**src/rtl/mtsub_pkg.sv**
```systemverilog
// Shared types and constants for the midpoint triangle subdivider.
`default_nettype none
package mtsub_pkg;

   localparam int FRAC_BITS_DEF = 12;
   localparam int NFIELDS = 11;
   localparam int SUM_W = 17;

   // Field order within a vertex.
   localparam int F_POS_X = 0;
   localparam int F_POS_Y = 1;
   localparam int F_POS_Z = 2;
   localparam int F_NRM_X = 3;
   localparam int F_NRM_Y = 4;
   localparam int F_NRM_Z = 5;
   localparam int F_TNG_X = 6;
   localparam int F_TNG_Y = 7;
   localparam int F_TNG_Z = 8;
   localparam int F_TEX_U = 9;
   localparam int F_TEX_V = 10;

   // Output sequence position of the last corner and of the last midpoint.
   localparam logic [2:0] VTX_LAST_CORNER = 3'd2;
   localparam logic [2:0] VTX_LAST = 3'd5;
   localparam logic [2:0] VTX_MID01 = 3'd3;
   localparam logic [2:0] VTX_MID12 = 3'd4;

   typedef logic signed [15:0] field_type;
   typedef field_type vertex_type [NFIELDS];

   typedef enum logic [2:0] {
      ST_IDLE,
      ST_OUT,
      ST_NSTART,
      ST_NWAIT,
      ST_TSTART,
      ST_TWAIT
   } state_type;

   typedef enum logic [2:0] {
      U_IDLE,
      U_SQ,
      U_INIT,
      U_STEP1,
      U_STEP2,
      U_DONE
   } ustate_type;

   typedef struct packed {
      logic                    start;
      logic signed [SUM_W-1:0] s0;
      logic signed [SUM_W-1:0] s1;
      logic signed [SUM_W-1:0] s2;
   } nrm_req_type;

   typedef struct packed {
      logic        done;
      logic [15:0] r0;
      logic [15:0] r1;
      logic [15:0] r2;
   } nrm_rsp_type;

endpackage
`default_nettype wire

```
**src/rtl/mtsub_nrm.sv**
```systemverilog
// Iterative vector normalizer: one squarer and one bit-per-step root search.
`default_nettype none
module mtsub_nrm
   import mtsub_pkg::*;
#(
   parameter int FRAC_BITS = FRAC_BITS_DEF
) (
   input  wire logic  clock,
   input  wire logic  reset,
   input  nrm_req_type req,
   output nrm_rsp_type rsp
);

   localparam int WW = 2 * FRAC_BITS + 40;
   localparam int XW = FRAC_BITS + 1;
   localparam int KW = $clog2(FRAC_BITS + 1);
   localparam int RSH = 2 * FRAC_BITS + 2;

   ustate_type st_ff, st_in;
   logic signed [SUM_W-1:0] sv_ff [3];
   logic [2*SUM_W-1:0] sq_ff [3];
   logic [WW-1:0] len_ff, a_ff, b_ff, ac_ff, bc_ff;
   logic [1:0] idx_ff;
   logic [KW-1:0] k_ff;
   logic [XW-1:0] x_ff;
   logic [15:0] res_ff [3];

   logic signed [SUM_W-1:0] cur_s;
   logic [SUM_W-1:0] cur_abs;
   logic [2*SUM_W-1:0] cur_sq;
   logic [WW-1:0] f_val, r_val;
   logic [XW-1:0] x_new;
   logic fits;

   always_comb begin
      cur_s = sv_ff[idx_ff];
      cur_abs = cur_s[SUM_W-1] ? SUM_W'(-cur_s) : SUM_W'(cur_s);
      cur_sq = (2*SUM_W)'(cur_abs) * (2*SUM_W)'(cur_abs);
      // Trial test: (2x-1)^2 * L against |s|^2 * 4^(F+1).
      f_val = (ac_ff << 2) - (bc_ff << 2) + len_ff;
      r_val = WW'(sq_ff[idx_ff]) << RSH;
      fits = (f_val <= r_val);
      x_new = fits ? (x_ff | (XW'(1) << k_ff)) : x_ff;
   end

   always_comb begin
      st_in = st_ff;
      case (st_ff)
         U_IDLE: if (req.start) st_in = U_SQ;
         U_SQ: if (idx_ff == 2'd2) st_in = U_INIT;
         U_INIT: st_in = (len_ff == '0) ? U_DONE : U_STEP1;
         U_STEP1: st_in = U_STEP2;
         U_STEP2: begin
            if (k_ff == '0 && idx_ff == 2'd2) st_in = U_DONE;
            else st_in = U_STEP1;
         end
         U_DONE: st_in = U_IDLE;
         default: st_in = U_IDLE;
      endcase
   end

   always_ff @(posedge clock) begin
      if (reset) begin
         st_ff <= U_IDLE;
      end else begin
         st_ff <= st_in;
      end
   end

   always_ff @(posedge clock) begin
      case (st_ff)
         U_IDLE: begin
            sv_ff[0] <= req.s0;
            sv_ff[1] <= req.s1;
            sv_ff[2] <= req.s2;
            idx_ff <= 2'd0;
            len_ff <= '0;
         end
         U_SQ: begin
            sq_ff[idx_ff] <= cur_sq;
            len_ff <= len_ff + WW'(cur_sq);
            idx_ff <= idx_ff + 2'd1;
         end
         U_INIT: begin
            idx_ff <= 2'd0;
            x_ff <= '0;
            a_ff <= '0;
            b_ff <= '0;
            k_ff <= KW'(FRAC_BITS);
            res_ff[0] <= '0;
            res_ff[1] <= '0;
            res_ff[2] <= '0;
         end
         U_STEP1: begin
            // Candidate x + 2^k: x^2 L and x L updated by shifts and adds.
            ac_ff <= a_ff + (b_ff << (k_ff + KW'(1))) + (len_ff << (2 * k_ff));
            bc_ff <= b_ff + (len_ff << k_ff);
         end
         U_STEP2: begin
            if (k_ff == '0) begin
               res_ff[idx_ff] <= cur_s[SUM_W-1] ? -(16'(x_new)) : 16'(x_new);
               idx_ff <= idx_ff + 2'd1;
               x_ff <= '0;
               a_ff <= '0;
               b_ff <= '0;
               k_ff <= KW'(FRAC_BITS);
            end else begin
               if (fits) begin
                  a_ff <= ac_ff;
                  b_ff <= bc_ff;
               end
               x_ff <= x_new;
               k_ff <= k_ff - KW'(1);
            end
         end
         default: begin
         end
      endcase
   end

   assign rsp.done = (st_ff == U_DONE);
   assign rsp.r0 = res_ff[0];
   assign rsp.r1 = res_ff[1];
   assign rsp.r2 = res_ff[2];

endmodule
`default_nettype wire

```
**src/rtl/midpoint_triangle_subdivider_core.sv**
```systemverilog
// Top level of the midpoint triangle subdivider.
// Operation: the first two corners are only stored; the third starts six output
// transactions, three corners right away, each midpoint after two normalizations.
// Both normalizations, of the normal and then of the tangent, run in the shared unit.
// Synchronous active-high reset clears the sequencer and the corner count.
`default_nettype none
module midpoint_triangle_subdivider_core
   import mtsub_pkg::*;
#(
   parameter int FRAC_BITS = FRAC_BITS_DEF
) (
   input  wire logic        clock,
   input  wire logic        reset,
   input  wire logic        req_valid,
   output logic             req_stall,
   input  wire logic signed [15:0] req_pos_x,
   input  wire logic signed [15:0] req_pos_y,
   input  wire logic signed [15:0] req_pos_z,
   input  wire logic signed [15:0] req_norm_x,
   input  wire logic signed [15:0] req_norm_y,
   input  wire logic signed [15:0] req_norm_z,
   input  wire logic signed [15:0] req_tang_x,
   input  wire logic signed [15:0] req_tang_y,
   input  wire logic signed [15:0] req_tang_z,
   input  wire logic signed [15:0] req_tex_u,
   input  wire logic signed [15:0] req_tex_v,
   output logic             rsp_valid,
   input  wire logic        rsp_stall,
   output logic signed [15:0] rsp_out_pos_x,
   output logic signed [15:0] rsp_out_pos_y,
   output logic signed [15:0] rsp_out_pos_z,
   output logic signed [15:0] rsp_out_norm_x,
   output logic signed [15:0] rsp_out_norm_y,
   output logic signed [15:0] rsp_out_norm_z,
   output logic signed [15:0] rsp_out_tang_x,
   output logic signed [15:0] rsp_out_tang_y,
   output logic signed [15:0] rsp_out_tang_z,
   output logic signed [15:0] rsp_out_tex_u,
   output logic signed [15:0] rsp_out_tex_v,
   output logic             rsp_last_of_triangle
);

   state_type st_ff, st_in;
   logic [1:0] cnt_ff;
   logic [2:0] vtx_ff;
   vertex_type c0_ff, c1_ff, c2_ff, in_v, va, vb, vo;
   field_type nrm_ff [3];
   field_type tng_ff [3];
   nrm_req_type nreq;
   nrm_rsp_type nrsp;
   logic req_acc, rsp_acc;

   assign in_v[F_POS_X] = req_pos_x;
   assign in_v[F_POS_Y] = req_pos_y;
   assign in_v[F_POS_Z] = req_pos_z;
   assign in_v[F_NRM_X] = req_norm_x;
   assign in_v[F_NRM_Y] = req_norm_y;
   assign in_v[F_NRM_Z] = req_norm_z;
   assign in_v[F_TNG_X] = req_tang_x;
   assign in_v[F_TNG_Y] = req_tang_y;
   assign in_v[F_TNG_Z] = req_tang_z;
   assign in_v[F_TEX_U] = req_tex_u;
   assign in_v[F_TEX_V] = req_tex_v;

   assign req_acc = req_valid && !req_stall;
   assign rsp_acc = rsp_valid && !rsp_stall;

   // Edge endpoints for the midpoint being produced or shown.
   always_comb begin
      case (vtx_ff)
         VTX_MID01: begin
            va = c0_ff;
            vb = c1_ff;
         end
         VTX_MID12: begin
            va = c1_ff;
            vb = c2_ff;
         end
         default: begin
            va = c0_ff;
            vb = c2_ff;
         end
      endcase
   end

   mtsub_nrm #(.FRAC_BITS(FRAC_BITS)) u_nrm (
      .clock(clock),
      .reset(reset),
      .req(nreq),
      .rsp(nrsp)
   );

   always_comb begin
      st_in = st_ff;
      case (st_ff)
         ST_IDLE: if (req_acc && cnt_ff == 2'd2) st_in = ST_OUT;
         ST_OUT: begin
            if (rsp_acc) begin
               if (vtx_ff == VTX_LAST) st_in = ST_IDLE;
               else if (vtx_ff >= VTX_LAST_CORNER) st_in = ST_NSTART;
            end
         end
         ST_NSTART: st_in = ST_NWAIT;
         ST_NWAIT: if (nrsp.done) st_in = ST_TSTART;
         ST_TSTART: st_in = ST_TWAIT;
         ST_TWAIT: if (nrsp.done) st_in = ST_OUT;
         default: st_in = ST_IDLE;
      endcase
   end

   always_comb begin
      req_stall = (st_ff != ST_IDLE);
      rsp_valid = (st_ff == ST_OUT);
      nreq.start = (st_ff == ST_NSTART) || (st_ff == ST_TSTART);
      if (st_ff == ST_NSTART) begin
         nreq.s0 = SUM_W'(va[F_NRM_X]) + SUM_W'(vb[F_NRM_X]);
         nreq.s1 = SUM_W'(va[F_NRM_Y]) + SUM_W'(vb[F_NRM_Y]);
         nreq.s2 = SUM_W'(va[F_NRM_Z]) + SUM_W'(vb[F_NRM_Z]);
      end else begin
         nreq.s0 = SUM_W'(va[F_TNG_X]) + SUM_W'(vb[F_TNG_X]);
         nreq.s1 = SUM_W'(va[F_TNG_Y]) + SUM_W'(vb[F_TNG_Y]);
         nreq.s2 = SUM_W'(va[F_TNG_Z]) + SUM_W'(vb[F_TNG_Z]);
      end
   end

   always_comb begin
      logic signed [SUM_W-1:0] sum;
      for (int i = 0; i < NFIELDS; i++) begin
         sum = SUM_W'(va[i]) + SUM_W'(vb[i]);
         vo[i] = 16'(sum >>> 1);
      end
      vo[F_NRM_X] = nrm_ff[0];
      vo[F_NRM_Y] = nrm_ff[1];
      vo[F_NRM_Z] = nrm_ff[2];
      vo[F_TNG_X] = tng_ff[0];
      vo[F_TNG_Y] = tng_ff[1];
      vo[F_TNG_Z] = tng_ff[2];
      case (vtx_ff)
         3'd0: vo = c0_ff;
         3'd1: vo = c1_ff;
         VTX_LAST_CORNER: vo = c2_ff;
         default: begin
         end
      endcase
   end

   assign rsp_out_pos_x = vo[F_POS_X];
   assign rsp_out_pos_y = vo[F_POS_Y];
   assign rsp_out_pos_z = vo[F_POS_Z];
   assign rsp_out_norm_x = vo[F_NRM_X];
   assign rsp_out_norm_y = vo[F_NRM_Y];
   assign rsp_out_norm_z = vo[F_NRM_Z];
   assign rsp_out_tang_x = vo[F_TNG_X];
   assign rsp_out_tang_y = vo[F_TNG_Y];
   assign rsp_out_tang_z = vo[F_TNG_Z];
   assign rsp_out_tex_u = vo[F_TEX_U];
   assign rsp_out_tex_v = vo[F_TEX_V];
   assign rsp_last_of_triangle = (vtx_ff == VTX_LAST);

   always_ff @(posedge clock) begin
      if (reset) begin
         st_ff <= ST_IDLE;
         cnt_ff <= 2'd0;
         vtx_ff <= 3'd0;
      end else begin
         st_ff <= st_in;
         if (req_acc) begin
            cnt_ff <= (cnt_ff == 2'd2) ? 2'd0 : cnt_ff + 2'd1;
            vtx_ff <= 3'd0;
         end
         if (rsp_acc) vtx_ff <= vtx_ff + 3'd1;
      end
   end

   always_ff @(posedge clock) begin
      if (req_acc) begin
         case (cnt_ff)
            2'd0: c0_ff <= in_v;
            2'd1: c1_ff <= in_v;
            default: c2_ff <= in_v;
         endcase
      end
      if (nrsp.done && st_ff == ST_NWAIT) begin
         nrm_ff[0] <= nrsp.r0;
         nrm_ff[1] <= nrsp.r1;
         nrm_ff[2] <= nrsp.r2;
      end
      if (nrsp.done && st_ff == ST_TWAIT) begin
         tng_ff[0] <= nrsp.r0;
         tng_ff[1] <= nrsp.r1;
         tng_ff[2] <= nrsp.r2;
      end
   end

   a_done_when_waiting: assert property (@(posedge clock) disable iff (reset)
      nrsp.done |-> (st_ff == ST_NWAIT || st_ff == ST_TWAIT))
      else $error("normalizer finished outside a wait state");

   a_count_range: assert property (@(posedge clock) disable iff (reset)
      cnt_ff != 2'd3)
      else $error("corner count out of range");

   a_last_ends: assert property (@(posedge clock) disable iff (reset)
      (rsp_acc && rsp_last_of_triangle) |=> (!rsp_valid && !req_stall))
      else $error("block did not return to idle after the last vertex");

   a_no_out_during_norm: assert property (@(posedge clock) disable iff (reset)
      nreq.start |=> !rsp_valid)
      else $error("vertex shown while a normalization runs");

endmodule
`default_nettype wire
```
**config.mk**
```make
export PLATFORM = sky130hd
export DESIGN_NAME = midpoint_triangle_subdivider_core
export DESIGN_NICKNAME = d
export VERILOG_FILES = /design/src/rtl/mtsub_pkg.sv /design/src/rtl/mtsub_nrm.sv /design/src/rtl/midpoint_triangle_subdivider_core.sv
export SDC_FILE = /design/constraint.sdc
export NUM_CORES = 2
export LEC_CHECK = 0
export BUFFER_PORTS_ARGS = -buffer_cell sky130_fd_sc_hd__clkbuf_2
export CORE_MARGIN = 4
export CORE_UTILIZATION = 41
export DETAILED_ROUTE_END_ITERATION = 10
export GPL_ROUTABILITY_DRIVEN = 0
export PLACE_DENSITY = 0.67
export SYNTH_ARGS = -nofsm -noshare
export SYNTH_HDL_FRONTEND = slang
export SYNTH_HIERARCHICAL = 1
export SYNTH_SLANG_ARGS = --single-unit
```
**constraint.sdc**
```tcl
create_clock -name clock -period 32.6 [get_ports clock]
set_input_delay 4.89 -clock clock [delete_from_list [all_inputs] [get_ports clock]]
set_output_delay 4.89 -clock clock [all_outputs]
set_load 0.01 [all_outputs]
```
==> run metrics <==
post-CTS repair timing setup buffer count=0; routed wire length=278 mm; FF+latch count, synth=approximately 1,200; port bufs=between 300 and 400; RSZ-0062 raised after global routing=no; final setup fails=0; Iteration-0 DRC Markers=8,737; synth warn=6; die area=221,000 sq um; CTS resizes=0; Die Width=around 470 um; run status=complete, no violations; ANT nets after route=0; first-pass GRT wire length=416 mm; Max Slew Vio Count=0; H-tree Lvls=4; crit end category=flop; FP Rows=roughly 170; period utilization=between 40 and 50%; CTS sink count=1,166; CP Launch Type=flop; most used cell, CP=fa_1; pin count of the biggest net entering global routing=between 150 and 200; fmax=about 75 MHz; TritonCTS Buffers=around 130; core box area=212,000 sq um; num ports=about 360; Worst Skew=between 0.08 and 0.09 ns; relative slew slack=approximately a fifth; Worst EP arrival=between 10 and 15 ns; Mapped Area=a little under 90,000 sq um; Largest stage delay, worst path=roughly 0.75 ns; slowest CP cell=xor2_1; TritonRoute pass-1 iters=7; CP required=~33 ns; initial antenna violation count=between 50 and 60; Post-DP HPWL=~210 mm; Top FF cell, synth=edfxtp_1; Synth top area share=between 30% and 40%; drt via density=~5.9; CTS clk-pin slew, worst paths=0.06 ns; Fin. Hold Viols=0; Clock Path Buffers=3; vias in the first global route=67,400; P&R area growth vs syn=10.8%; WL per Instance=23.4 um; count leader, synth=edfxtp_1; Mapped Cells=approximately 8,700; worst min path class=reg -> reg; top cells by area, synth=edfxtp_1, ha_1, fa_1; Starting Density=between 40% and 50%; vias=~70,000; MaxCap Viol Count=0; grt total ovfl=0; synth unique cells=between 100 and 150; Post-Syn Area per Cell=10.0 sq um; list of most frequent post-synthesis cells=edfxtp_1, nand2_1, inv_1; Final nets=approximately 10,000; Setup TNS Final=0 ns; worst-margin pin slew=~1.2 ns; Post-synth EDFFs=about 1,200; sequential fraction of the synthesis area=between 30% and 40%; DRC violation count after routing=0; Worst Setup Path Type=reg -> reg; Worst Path Max Fanout=50; post-layout min period=13.32 ns; die height=470 um; layout cell share with drive strength beyond 1=11.7%; root buf cell=clkbuf_16; Skew-Pair Late Insertion Delay=between 0.8 and 0.9 ns; CTS Hold Bufs=0; cell taking the most area after synthesis=edfxtp_1; CTS tree=built; asr flop ratio synth=0%; Global Route Usage Sum=24.4%
-- logic make-up (layout without fill, tap and decap cells) --
family,Yosys count,after routing,share of synthesized area (%)
AND/OR/NAND/NOR,2517,2517,12.8
AO/OA/AOI/OAI,1975,1975,14.6
adder cells (fa/ha/maj),872,872,15.3
multiplexers,542,542,8.14
other,2,51,0.00859
flip-flops,1166,1166,39.9
buffers and inverters,1241,1537,5.39
XOR/XNOR,386,386,3.87
-- layout make-up --
type	instances	area [sq um]
fillers	19600	115000
multi-input cells	6304	48000
flip-flops and latches	1166	34900
well taps	2821	3530
clock buffers	161	3480
inverters	848	3180
repair buffers	448	2540
clock inverters	80	1130
diodes	39	97.6
-- metal layers --
layer  global-route usage [%]  vias up  part of all wire, %
met1                     33.8    34200                   41
li1                         -    31400                    -
met3                     6.19      554                   12
met2                     36.4     3839                   43
met4                     9.98        8                  4.2
met5                        0        -                0.020
-- placed cells by master, fill, tap and decap left out, drive strengths merged, types with 17 or more instances in the layout --
cell type	count
fa	326
a21oi	537
and3	47
and2	106
a21boi	30
or2	33
a211oi	72
a22oi	100
edfxtp	1153
mux2	188
nor4	37
mux4	116
nor2	772
diode	39
ha	546
inv	846
a221o	20
xnor2	253
a211o	27
clkbuf	519
nand3	83
a21o	211
o21bai	48
o31ai	28
o211ai	37
nand2	1008
buf	90
bufinv	17
o21a	70
a31oi	141
nor3	124
mux2i	238
clkinv	60
nand2b	87
nor2b	82
or3	31
nand4	56
o21ai	424
xor2	133
a22o	87
-- final timing paths --
check | endpoint | cells after the start | start | slack [ns]
worst min register to register | nrm_ff[0][16] | 0 | u_nrm/res_ff[1][0] | 0.44
worst max register to register | u_nrm/len_ff[57] | 39 | flop | 19.28
worst min-delay path | nrm_ff[0][16] | 0 | u_nrm/res_ff[1][0] | 0.44
worst max-delay path | u_nrm/len_ff[57] | 39 | flop | 19.28
-- state kept, by name, summed over array words and instances, names as in the netlist, 4 cells and up, named ones only --
name	count
u_nrm/res_ff	48
tng_ff	48
c2_ff	176
u_nrm/sv_ff	51
u_nrm/sq_ff	99
nrm_ff	48
c1_ff	176
u_nrm/bc_ff	62
u_nrm/k_ff	4
u_nrm/b_ff	62
u_nrm/x_ff	13
u_nrm/a_ff	62
u_nrm/len_ff	64
c0_ff	176
u_nrm/ac_ff	62
-- worst max-delay path, delay by kind of cell, from the launching register on --
family	cells	cell delay [ns]
fa+ha+maj	8	3.70
simple gates	8	1.83
compound gates	13	4.29
buf+inv	6	1.49
mux	1	0.29
flops	1	0.33
xor+xnor	3	1.06
-- stage by stage --
stage | hold slack (ns) | instances | utilization (%) | instance area (sq um) | setup WS [ns]
2_1_floorplan | 0.421 | 8711 | - | 87500 | 13.81
3_3_place_gp | 0.430 | 11600 | 43.5 | 92200 | 19.72
3_5_place_dp | 0.429 | 11600 | 43.5 | 92200 | 19.43
4_1_cts | 0.445 | 11800 | 45.6 | 96800 | 19.34
5_1_grt | 0.467 | 11900 | 45.7 | 96900 | 18.17
6_report | 0.444 | 11900 | 45.7 | 96900 | 19.28
Power is left out: the tool's default activity adds up to more than one toggle a clock period on the data nets, which glitch-free logic cannot reach.
